--- src/rtl/wgm_pkg.sv ---
`timescale 1ns / 1ps
// Shared types and constants for the wildcard glob matcher.
package wgm_pkg;

  // Default store capacities
  localparam int unsigned MAX_PATTERN_DEF = 64;
  localparam int unsigned MAX_TEXT_DEF    = 64;

  localparam int unsigned BYTE_W = 8;

  // Wildcard bytes: '?' and '*'
  localparam logic [BYTE_W-1:0] ANY_ONE = 8'h3F;
  localparam logic [BYTE_W-1:0] ANY_RUN = 8'h2A;

  // Item actions
  typedef enum logic [1:0] {
    ACT_CLEAR = 2'd0,
    ACT_PAT   = 2'd1,
    ACT_TXT   = 2'd2,
    ACT_EVAL  = 2'd3
  } action_e;

  // Walk sequencer states, one-hot
  typedef enum logic [3:0] {
    ST_IDLE   = 4'b0001,
    ST_FETCH  = 4'b0010,
    ST_DECIDE = 4'b0100,
    ST_DONE   = 4'b1000
  } walk_state_e;

  // Walker status toward the top level
  typedef struct packed {
    logic busy;
    logic done;
    logic matched;
  } walk_stat_t;

endpackage

--- src/rtl/wgm_mem.sv ---
`timescale 1ns / 1ps
// Byte store with one write port and one registered read port.
module wgm_mem #(
  parameter int unsigned DEPTH = wgm_pkg::MAX_PATTERN_DEF,
  parameter int unsigned AW    = 6
) (
  input  logic                        clk_i,
  input  logic                        we_i,
  input  logic [AW-1:0]               waddr_i,
  input  logic [wgm_pkg::BYTE_W-1:0]  wdata_i,
  input  logic [AW-1:0]               raddr_i,
  output logic [wgm_pkg::BYTE_W-1:0]  rdata_o
);

  logic [wgm_pkg::BYTE_W-1:0] mem_q [DEPTH];
  logic [wgm_pkg::BYTE_W-1:0] rdata_q;

  // Write one byte, read one byte per cycle
  always_ff @(posedge clk_i) begin
    if (we_i) begin
      mem_q[waddr_i] <= wdata_i;
    end
    rdata_q <= mem_q[raddr_i];
  end

  assign rdata_o = rdata_q;

endmodule

--- src/rtl/wgm_walk.sv ---
`timescale 1ns / 1ps
// Match sequencer: steps one shared byte compare over both stores.
module wgm_walk #(
  parameter int unsigned MAX_PATTERN = wgm_pkg::MAX_PATTERN_DEF,
  parameter int unsigned MAX_TEXT    = wgm_pkg::MAX_TEXT_DEF
) (
  input  logic                           clk_i,
  input  logic                           rst_ni,
  input  logic                           start_i,
  input  logic [$clog2(MAX_PATTERN+1)-1:0] plen_i,
  input  logic [$clog2(MAX_TEXT+1)-1:0]    tlen_i,
  output logic [((MAX_PATTERN > 1) ? $clog2(MAX_PATTERN) : 1)-1:0] pat_raddr_o,
  input  logic [wgm_pkg::BYTE_W-1:0]     pat_rdata_i,
  output logic [((MAX_TEXT > 1) ? $clog2(MAX_TEXT) : 1)-1:0] txt_raddr_o,
  input  logic [wgm_pkg::BYTE_W-1:0]     txt_rdata_i,
  input  logic                           res_take_i,
  output wgm_pkg::walk_stat_t            stat_o
);

  localparam int unsigned PLW = $clog2(MAX_PATTERN + 1);
  localparam int unsigned TLW = $clog2(MAX_TEXT + 1);
  localparam int unsigned PAW = (MAX_PATTERN > 1) ? $clog2(MAX_PATTERN) : 1;
  localparam int unsigned TAW = (MAX_TEXT > 1) ? $clog2(MAX_TEXT) : 1;

  wgm_pkg::walk_state_e st_q, st_d;
  logic [PLW-1:0] p_q, p_d;
  logic [PLW-1:0] star_q, star_d;
  logic [TLW-1:0] t_q, t_d;
  logic [TLW-1:0] resume_q, resume_d;
  logic           have_q, have_d;
  logic           match_q, match_d;

  logic p_in, t_in;
  logic is_run, hit;

  assign p_in = (p_q < plen_i);
  assign t_in = (t_q < tlen_i);

  // Keep read addresses inside the stores
  assign pat_raddr_o = p_in ? p_q[PAW-1:0] : '0;
  assign txt_raddr_o = t_in ? t_q[TAW-1:0] : '0;

  // Shared byte compare
  assign is_run = p_in && (pat_rdata_i == wgm_pkg::ANY_RUN);
  assign hit    = p_in && ((pat_rdata_i == wgm_pkg::ANY_ONE) || (pat_rdata_i == txt_rdata_i));

  // Next step of the walk
  always_comb begin
    st_d     = st_q;
    p_d      = p_q;
    star_d   = star_q;
    t_d      = t_q;
    resume_d = resume_q;
    have_d   = have_q;
    match_d  = match_q;
    case (st_q)
      wgm_pkg::ST_IDLE: begin
        if (start_i) begin
          p_d      = '0;
          star_d   = '0;
          t_d      = '0;
          resume_d = '0;
          have_d   = 1'b0;
          st_d     = wgm_pkg::ST_FETCH;
        end
      end
      wgm_pkg::ST_FETCH: begin
        st_d = wgm_pkg::ST_DECIDE;
      end
      wgm_pkg::ST_DECIDE: begin
        st_d = wgm_pkg::ST_FETCH;
        if (t_in) begin
          if (is_run) begin
            // Remember the star and try an empty run first
            have_d   = 1'b1;
            star_d   = p_q;
            p_d      = p_q + PLW'(1);
            resume_d = t_q;
          end else if (hit) begin
            p_d = p_q + PLW'(1);
            t_d = t_q + TLW'(1);
          end else if (have_q) begin
            // Back up: let the last star swallow one more byte
            p_d      = star_q + PLW'(1);
            resume_d = resume_q + TLW'(1);
            t_d      = resume_q + TLW'(1);
          end else begin
            match_d = 1'b0;
            st_d    = wgm_pkg::ST_DONE;
          end
        end else begin
          // Text used up: skip trailing stars
          if (is_run) begin
            p_d = p_q + PLW'(1);
          end else begin
            match_d = (p_q == plen_i);
            st_d    = wgm_pkg::ST_DONE;
          end
        end
      end
      wgm_pkg::ST_DONE: begin
        if (res_take_i) begin
          st_d = wgm_pkg::ST_IDLE;
        end
      end
      default: begin
        st_d = wgm_pkg::ST_IDLE;
      end
    endcase
  end

  // Sequencer state
  always_ff @(posedge clk_i or negedge rst_ni) begin
    if (!rst_ni) begin
      st_q <= wgm_pkg::ST_IDLE;
    end else begin
      st_q <= st_d;
    end
  end

  // Walk pointers and result
  always_ff @(posedge clk_i) begin
    p_q      <= p_d;
    star_q   <= star_d;
    t_q      <= t_d;
    resume_q <= resume_d;
    have_q   <= have_d;
    match_q  <= match_d;
  end

  assign stat_o.busy    = (st_q != wgm_pkg::ST_IDLE);
  assign stat_o.done    = (st_q == wgm_pkg::ST_DONE);
  assign stat_o.matched = match_q;

`ifndef SYNTH
  a_p_bound: assert property (@(posedge clk_i) disable iff (!rst_ni)
    (st_q == wgm_pkg::ST_DECIDE) |-> (p_q <= plen_i))
    else $error("pattern pointer past pattern length");

  a_t_bound: assert property (@(posedge clk_i) disable iff (!rst_ni)
    (st_q == wgm_pkg::ST_DECIDE) |-> (t_q <= tlen_i))
    else $error("text pointer past text length");

  a_star_behind: assert property (@(posedge clk_i) disable iff (!rst_ni)
    ((st_q == wgm_pkg::ST_DECIDE) && have_q) |-> (star_q < p_q) && (resume_q <= t_q))
    else $error("backtrack point ahead of walk");

  a_done_holds: assert property (@(posedge clk_i) disable iff (!rst_ni)
    (stat_o.done && !res_take_i) |=> (stat_o.done && $stable(match_q)))
    else $error("finished result lost before transfer");

  a_start_idle: assert property (@(posedge clk_i) disable iff (!rst_ni)
    start_i |-> (st_q == wgm_pkg::ST_IDLE))
    else $error("walk started while busy");
`endif

endmodule

--- src/rtl/wildcard_glob_matcher.sv ---
`timescale 1ns / 1ps
// Top level of the wildcard glob matcher: stores, lengths, walker and result register.
//
//  Channel | Ports                                   | Transfer when
//  --------+-----------------------------------------+------------------------------
//  in      | in_valid_i, in_ready_o, action_i,       | in_valid_i && in_ready_o
//          | char_value_i                            |
//  out     | out_valid_o, out_ready_i, matched_o,    | out_valid_o && out_ready_i
//          | overflowed_o                            |
//
//  Clear and append items never hold the input; a byte is written in the cycle it transfers.
//  An evaluate runs S walk steps (at most about text_length * pattern_length +
//  pattern_length), each a registered store read followed by one shared compare.
//  The input stays not ready until the result moves into the output register, which
//  waits while that register still holds a result that has not been taken.
//  Reset clears lengths, overflow flag, walker state and output valid; store contents stay.
module wildcard_glob_matcher #(
  parameter int unsigned MAX_PATTERN = wgm_pkg::MAX_PATTERN_DEF,
  parameter int unsigned MAX_TEXT    = wgm_pkg::MAX_TEXT_DEF
) (
  input  logic                          clk_i,
  input  logic                          rst_ni,
  input  logic                          in_valid_i,
  output logic                          in_ready_o,
  input  logic [1:0]                    action_i,
  input  logic [wgm_pkg::BYTE_W-1:0]    char_value_i,
  output logic                          out_valid_o,
  input  logic                          out_ready_i,
  output logic                          matched_o,
  output logic                          overflowed_o
);

  localparam int unsigned PLW = $clog2(MAX_PATTERN + 1);
  localparam int unsigned TLW = $clog2(MAX_TEXT + 1);
  localparam int unsigned PAW = (MAX_PATTERN > 1) ? $clog2(MAX_PATTERN) : 1;
  localparam int unsigned TAW = (MAX_TEXT > 1) ? $clog2(MAX_TEXT) : 1;

  logic [PLW-1:0] plen_q;
  logic [TLW-1:0] tlen_q;
  logic           ovf_q;
  logic           out_valid_q, matched_q, overflowed_q;

  wgm_pkg::action_e    act;
  wgm_pkg::walk_stat_t stat;
  logic                in_xfer, res_take;
  logic                pat_full, txt_full;
  logic                pat_we, txt_we, start;
  logic [PAW-1:0]      pat_raddr;
  logic [TAW-1:0]      txt_raddr;
  logic [wgm_pkg::BYTE_W-1:0] pat_rdata, txt_rdata;

  assign act      = wgm_pkg::action_e'(action_i);
  assign in_ready_o = !stat.busy;
  assign in_xfer  = in_valid_i && in_ready_o;
  assign pat_full = (plen_q == PLW'(MAX_PATTERN));
  assign txt_full = (tlen_q == TLW'(MAX_TEXT));
  assign pat_we   = in_xfer && (act == wgm_pkg::ACT_PAT) && !pat_full;
  assign txt_we   = in_xfer && (act == wgm_pkg::ACT_TXT) && !txt_full;
  assign start    = in_xfer && (act == wgm_pkg::ACT_EVAL);
  assign res_take = stat.done && (!out_valid_q || out_ready_i);

  // Track lengths and the sticky drop flag
  always_ff @(posedge clk_i or negedge rst_ni) begin
    if (!rst_ni) begin
      plen_q <= '0;
      tlen_q <= '0;
      ovf_q  <= 1'b0;
    end else if (in_xfer) begin
      case (act)
        wgm_pkg::ACT_CLEAR: begin
          plen_q <= '0;
          tlen_q <= '0;
          ovf_q  <= 1'b0;
        end
        wgm_pkg::ACT_PAT: begin
          if (pat_full) begin
            ovf_q <= 1'b1;
          end else begin
            plen_q <= plen_q + PLW'(1);
          end
        end
        wgm_pkg::ACT_TXT: begin
          if (txt_full) begin
            ovf_q <= 1'b1;
          end else begin
            tlen_q <= tlen_q + TLW'(1);
          end
        end
        default: begin
        end
      endcase
    end
  end

  wgm_mem #(
    .DEPTH (MAX_PATTERN),
    .AW    (PAW)
  ) u_pat_mem (
    .clk_i   (clk_i),
    .we_i    (pat_we),
    .waddr_i (plen_q[PAW-1:0]),
    .wdata_i (char_value_i),
    .raddr_i (pat_raddr),
    .rdata_o (pat_rdata)
  );

  wgm_mem #(
    .DEPTH (MAX_TEXT),
    .AW    (TAW)
  ) u_txt_mem (
    .clk_i   (clk_i),
    .we_i    (txt_we),
    .waddr_i (tlen_q[TAW-1:0]),
    .wdata_i (char_value_i),
    .raddr_i (txt_raddr),
    .rdata_o (txt_rdata)
  );

  wgm_walk #(
    .MAX_PATTERN (MAX_PATTERN),
    .MAX_TEXT    (MAX_TEXT)
  ) u_walk (
    .clk_i       (clk_i),
    .rst_ni      (rst_ni),
    .start_i     (start),
    .plen_i      (plen_q),
    .tlen_i      (tlen_q),
    .pat_raddr_o (pat_raddr),
    .pat_rdata_i (pat_rdata),
    .txt_raddr_o (txt_raddr),
    .txt_rdata_i (txt_rdata),
    .res_take_i  (res_take),
    .stat_o      (stat)
  );

  // Output valid: load on a finished walk, drop on transfer
  always_ff @(posedge clk_i or negedge rst_ni) begin
    if (!rst_ni) begin
      out_valid_q <= 1'b0;
    end else if (res_take) begin
      out_valid_q <= 1'b1;
    end else if (out_ready_i) begin
      out_valid_q <= 1'b0;
    end
  end

  // Hold result payload
  always_ff @(posedge clk_i) begin
    if (res_take) begin
      matched_q    <= stat.matched;
      overflowed_q <= ovf_q;
    end
  end

  assign out_valid_o  = out_valid_q;
  assign matched_o    = matched_q;
  assign overflowed_o = overflowed_q;

endmodule
--- config.mk ---
export PLATFORM = sky130hd
export DESIGN_NAME = wildcard_glob_matcher
export DESIGN_NICKNAME = d
export VERILOG_FILES = /design/src/rtl/wgm_pkg.sv /design/src/rtl/wgm_mem.sv /design/src/rtl/wgm_walk.sv /design/src/rtl/wildcard_glob_matcher.sv
export SDC_FILE = /design/constraint.sdc
export NUM_CORES = 1
export LEC_CHECK = 0
export ABC_AREA = 1
export BUFFER_PORTS_ARGS = -buffer_cell sky130_fd_sc_hd__clkbuf_2
export CAP_MARGIN = 25
export CORE_UTILIZATION = 50
export CTS_BUF_LIST = sky130_fd_sc_hd__clkbuf_4
export CTS_CLUSTER_DIAMETER = 40
export DETAILED_ROUTE_END_ITERATION = 12
export MAX_ROUTING_LAYER = met4
export PLACE_DENSITY = 0.65
export SYNTH_ARGS = -nofsm -noshare
export SYNTH_HDL_FRONTEND = slang
export SYNTH_HIERARCHICAL = 1
export SYNTH_SLANG_ARGS = --single-unit
--- constraint.sdc ---
create_clock -name clk_i -period 5.6 [get_ports clk_i]
set_input_delay 0 -clock clk_i [delete_from_list [all_inputs] [get_ports clk_i]]
set_output_delay 0 -clock clk_i [all_outputs]
set_load 0.05 [all_outputs]
==> key figures <==
Status
  – Status: finished, final reports clean

Logic synthesis
  – Multiplexer area fraction after synthesis: 0%
  – Main combinational cell family by area after synthesis: simple AND/OR/NAND/NOR gates
  – Synth Register Bits: between 1k and 1.5k
  – Cell area after synthesis: ~0.046 mm2
  – Register area share after synthesis: a little over two thirds
  – Synth Area in Compound Gates: less than 1%
  – Mean post-synth cell area: around 11 um2
  – Post-Synth XOR/XNOR Area: less than 1%
  – Mapped Cells: slightly above 4k
  – Yosys warning count: 6
  – Synth Area in Simple Gates: 23.89%
  – Post-synth net total: slightly above 4k
  – Post-synthesis cell type count: 36
  – Synth Area in Adders: less than 1%

Routing
  – Via density: around 5.6
  – DRC: 0
  – DR vias: roughly 32k
  – Routed Antenna Nets: 0
  – Drt initial violations: around 3.5k
  – Detailed Route WL: 119.4 mm
  – Routed length per placed instance: 20.90 um
  – TritonRoute pass-1 iters: 6

Timing
  – Worst Setup Slack, final: 1.356 ns
  – Final period util: between 70% and 80%
  – Unrepaired setup endpoints after global routing: false
  – Minimum clock period: 4.244 ns
  – Setup-failing EPs final: 0
  – Setup_tns: 0 ns
  – Max-slew violation count: 0
  – Transition time of the tightest slew-check pin: 1.075 ns
  – Maximum clock frequency: between 0.2 and 0.25 GHz
  – Final Hold Fails: 0
  – Slew HR: between 20% and 30%
  – Setup Skew: between 0.1 and 0.15 ns

Clocking
  – Total CTS buffers: 292
  – Clk slew on worst S/H paths: 0.07 ns
  – Clock Tree Buf Depth: 4
  – Post_cts resized: 0
  – TritonCTS clock tree: done
  – Post-CTS Setup Inserts: 0
  – CTS H-Tree Depth: 5
  – Clock root buffer: clkbuf_4
  – CTS sink cnt: 1,092
  – Clock Latency Late Sink: between 1 and 1.5 ns

Pwr
  – P_leak: 0.01874 uW
  – PwrDens: around 320 mW/mm2
  – Tot Pwr: ~17,000 uW
  – Peak VDD IR: ~0.00021 V

Floorplanning
  – Die W: approximately 310 um
  – Die Y-Extent: approximately 300 um
  – Die area: roughly 0.094 mm2
  – # rows: roughly 110
  – I/O pin cnt: 18
  – Initial Util: between 50% and 60%
  – Area of the core: 0.09194 mm2

GRT
  – Initial antenna violation count: 5
  – Overflow after GRT: 0
  – Pin count of the biggest net entering global routing: 182
  – Vias in the first global route: between 30k and 40k
  – First-pass GRT wire length: approximately 180 mm
  – Gr usage total: 26.18%

Cells and area
  – Layout cell share with drive strength beyond 1: between 10 and 15%
  – Final Instance Area: a little over 0.05 mm2
  – Most common cell after layout, fill and taps aside: nand2_1
  – Layout area overhead: 9.697%
  – Most frequent cells in the layout: 1,402 x nand2_1, 1,056 x edfxtp_1, 928 x nand3_1
  – # nets final: around 4.3k

Critical path
  – Data required time at the worst endpoint: ~6.7 ns
  – Top delay family on crit path: simple AND/OR/NAND/NOR gates
  – Most numerous cell on the critical path: nand2_1
  – Setup crit start kind: flop
  – Crit-path max FO: 82
  – CP Class: flop to flop
  – R2r setup slk: 1.36 ns
  – Critical path arrival: ~5.3 ns
  – CP cell instances: inv_1, ha_1, a21oi_1, nand2_1, nand2_1, nand3_1, nor2_4, buf_4, nand2_1, nand3_1, nand3_1, nand2_1, nand2_1, nand3_1, nand3_1, nand2_1
  – Crit-path slowest cell: buf_4
  – CP max stage delay: between 0.7 and 0.8 ns
  – Buf+Inv Stages, Crit Path: 2
  – Crit end category: flop

Place
  – IO buf count: 17
  – Cell Area, Placed: around 0.047 mm2
  – DP HPWL: 65.26 mm
  – RD Place Congestion: between 0.8 and 0.9
  – Post-Place Setup Slack: about 1.5 ns

Flow run
  – Max_cap viols: 0

Worst hold path
  – Hold Path Class: input port to flop
## registers in the layout (all words and copies together), names as in the netlist
register           flops
u_walk/resume_q        7
u_walk/match_q         1
u_walk/have_q          1
matched_o              1
u_walk/star_q          7
u_walk/st_q            4
u_pat_mem/rdata_o      8
plen_q                 7
tlen_q                 7
u_walk/t_q             7
u_txt_mem/rdata_o      8
overflowed_o           1
ovf_q                  1
u_txt_mem/mem_q      512
u_walk/p_q             7
u_pat_mem/mem_q      512
out_valid_o            1
## per-layer routing
layer / vias up / global-route usage [%] / wire length (um) / part of all wire, %
met4: 0 / 10.40 / 3380 / 2.8
li1: 14820 / - / - / -
met3: 216 / 4.259 / 8840 / 7.4
met1: 15300 / 34.03 / 49230 / 41
met2: 1383 / 41.28 / 57990 / 49
met5: - / - / 0 / 0
## logic make-up (layout without fill, tap and decap cells)
group / after synthesis / in the layout
buf+inv: 343 / 691
simple gates: 2589 / 2589
fa+ha+maj: 25 / 25
other cells: 0 / 8
xor+xnor: 22 / 22
flops: 1092 / 1092
compound gates: 44 / 44
## path summary, 6_finish.rpt
check                                start                     end  cells past startpoint
max                              tlen_q[2]    u_txt_mem/rdata_o[7]                     16
min                        char_value_i[5]  u_txt_mem/mem_q[16][5]                      2
max reg2reg                      tlen_q[2]    u_txt_mem/rdata_o[7]                     16
min reg2reg                 u_walk/match_q               matched_o                      0
max in group asynchronous           rst_ni          u_walk/st_q[0]                      5
min in group asynchronous           rst_ni          u_walk/st_q[3]                      4
## final cells by class
type / instances / area (um2)
Sequential cell: 1092 / 32530
Inverter: 106 / 415.4
Timing Repair Buffer: 110 / 1101
Fill cell: 7864 / 40940
Multi-Input combinational cell: 2680 / 11890
Clock buffer: 423 / 3176
Antenna cell: 8 / 20.02
Clock inverter: 52 / 307.8
Tap cell: 1243 / 1555
## power by group
part / internal, uW / leakage [uW] / switching (uW)
clock network: 3620 / 0.00210 / 3080
logic: 205 / 0.00673 / 604
registers: 8990 / 0.00991 / 59.6
## cell usage after synthesis, drive strengths merged
cell type / number / share of area (%)
a21o: 1 / 0.016
a21oi: 24 / 0.26
a31oi: 2 / 0.027
and2: 1 / 0.019
buf: 206 / 3.4
clkbuf: 31 / 0.25
dfrtp: 19 / 1.0
dfstp: 1 / 0.057
dfxtp: 16 / 0.69
edfxtp: 1056 / 68
ha: 25 / 0.67
inv: 106 / 0.88
nand2: 1410 / 11
nand3: 932 / 10
nand3b: 2 / 0.032
nand4: 22 / 0.30
nor2: 200 / 1.7
nor3: 4 / 0.043
nor4: 18 / 0.24
o21ai: 17 / 0.18
xnor2: 11 / 0.21
xor2: 11 / 0.21
## through the flow
stage	hold WS, ns	utilization, %	cells
final	0.06318	55.47	5714
after global routing	0.05281	55.46	5710
after CTS	0.01112	55.42	5704
after detailed placement	0.03110	51.14	5191
after global placement	0.03116	51.14	5191
after floorplan	-0.2956	-	4115
## timing repair
| action | in CTS | in global routing |
|---|---|---|
| setup endpoints to repair | 0 | 0 |
| endpoints found under the hold margin | 1005 | 2 |
| hold buffers | 38 | 1 |
Power figures use the tool's default switching activity.
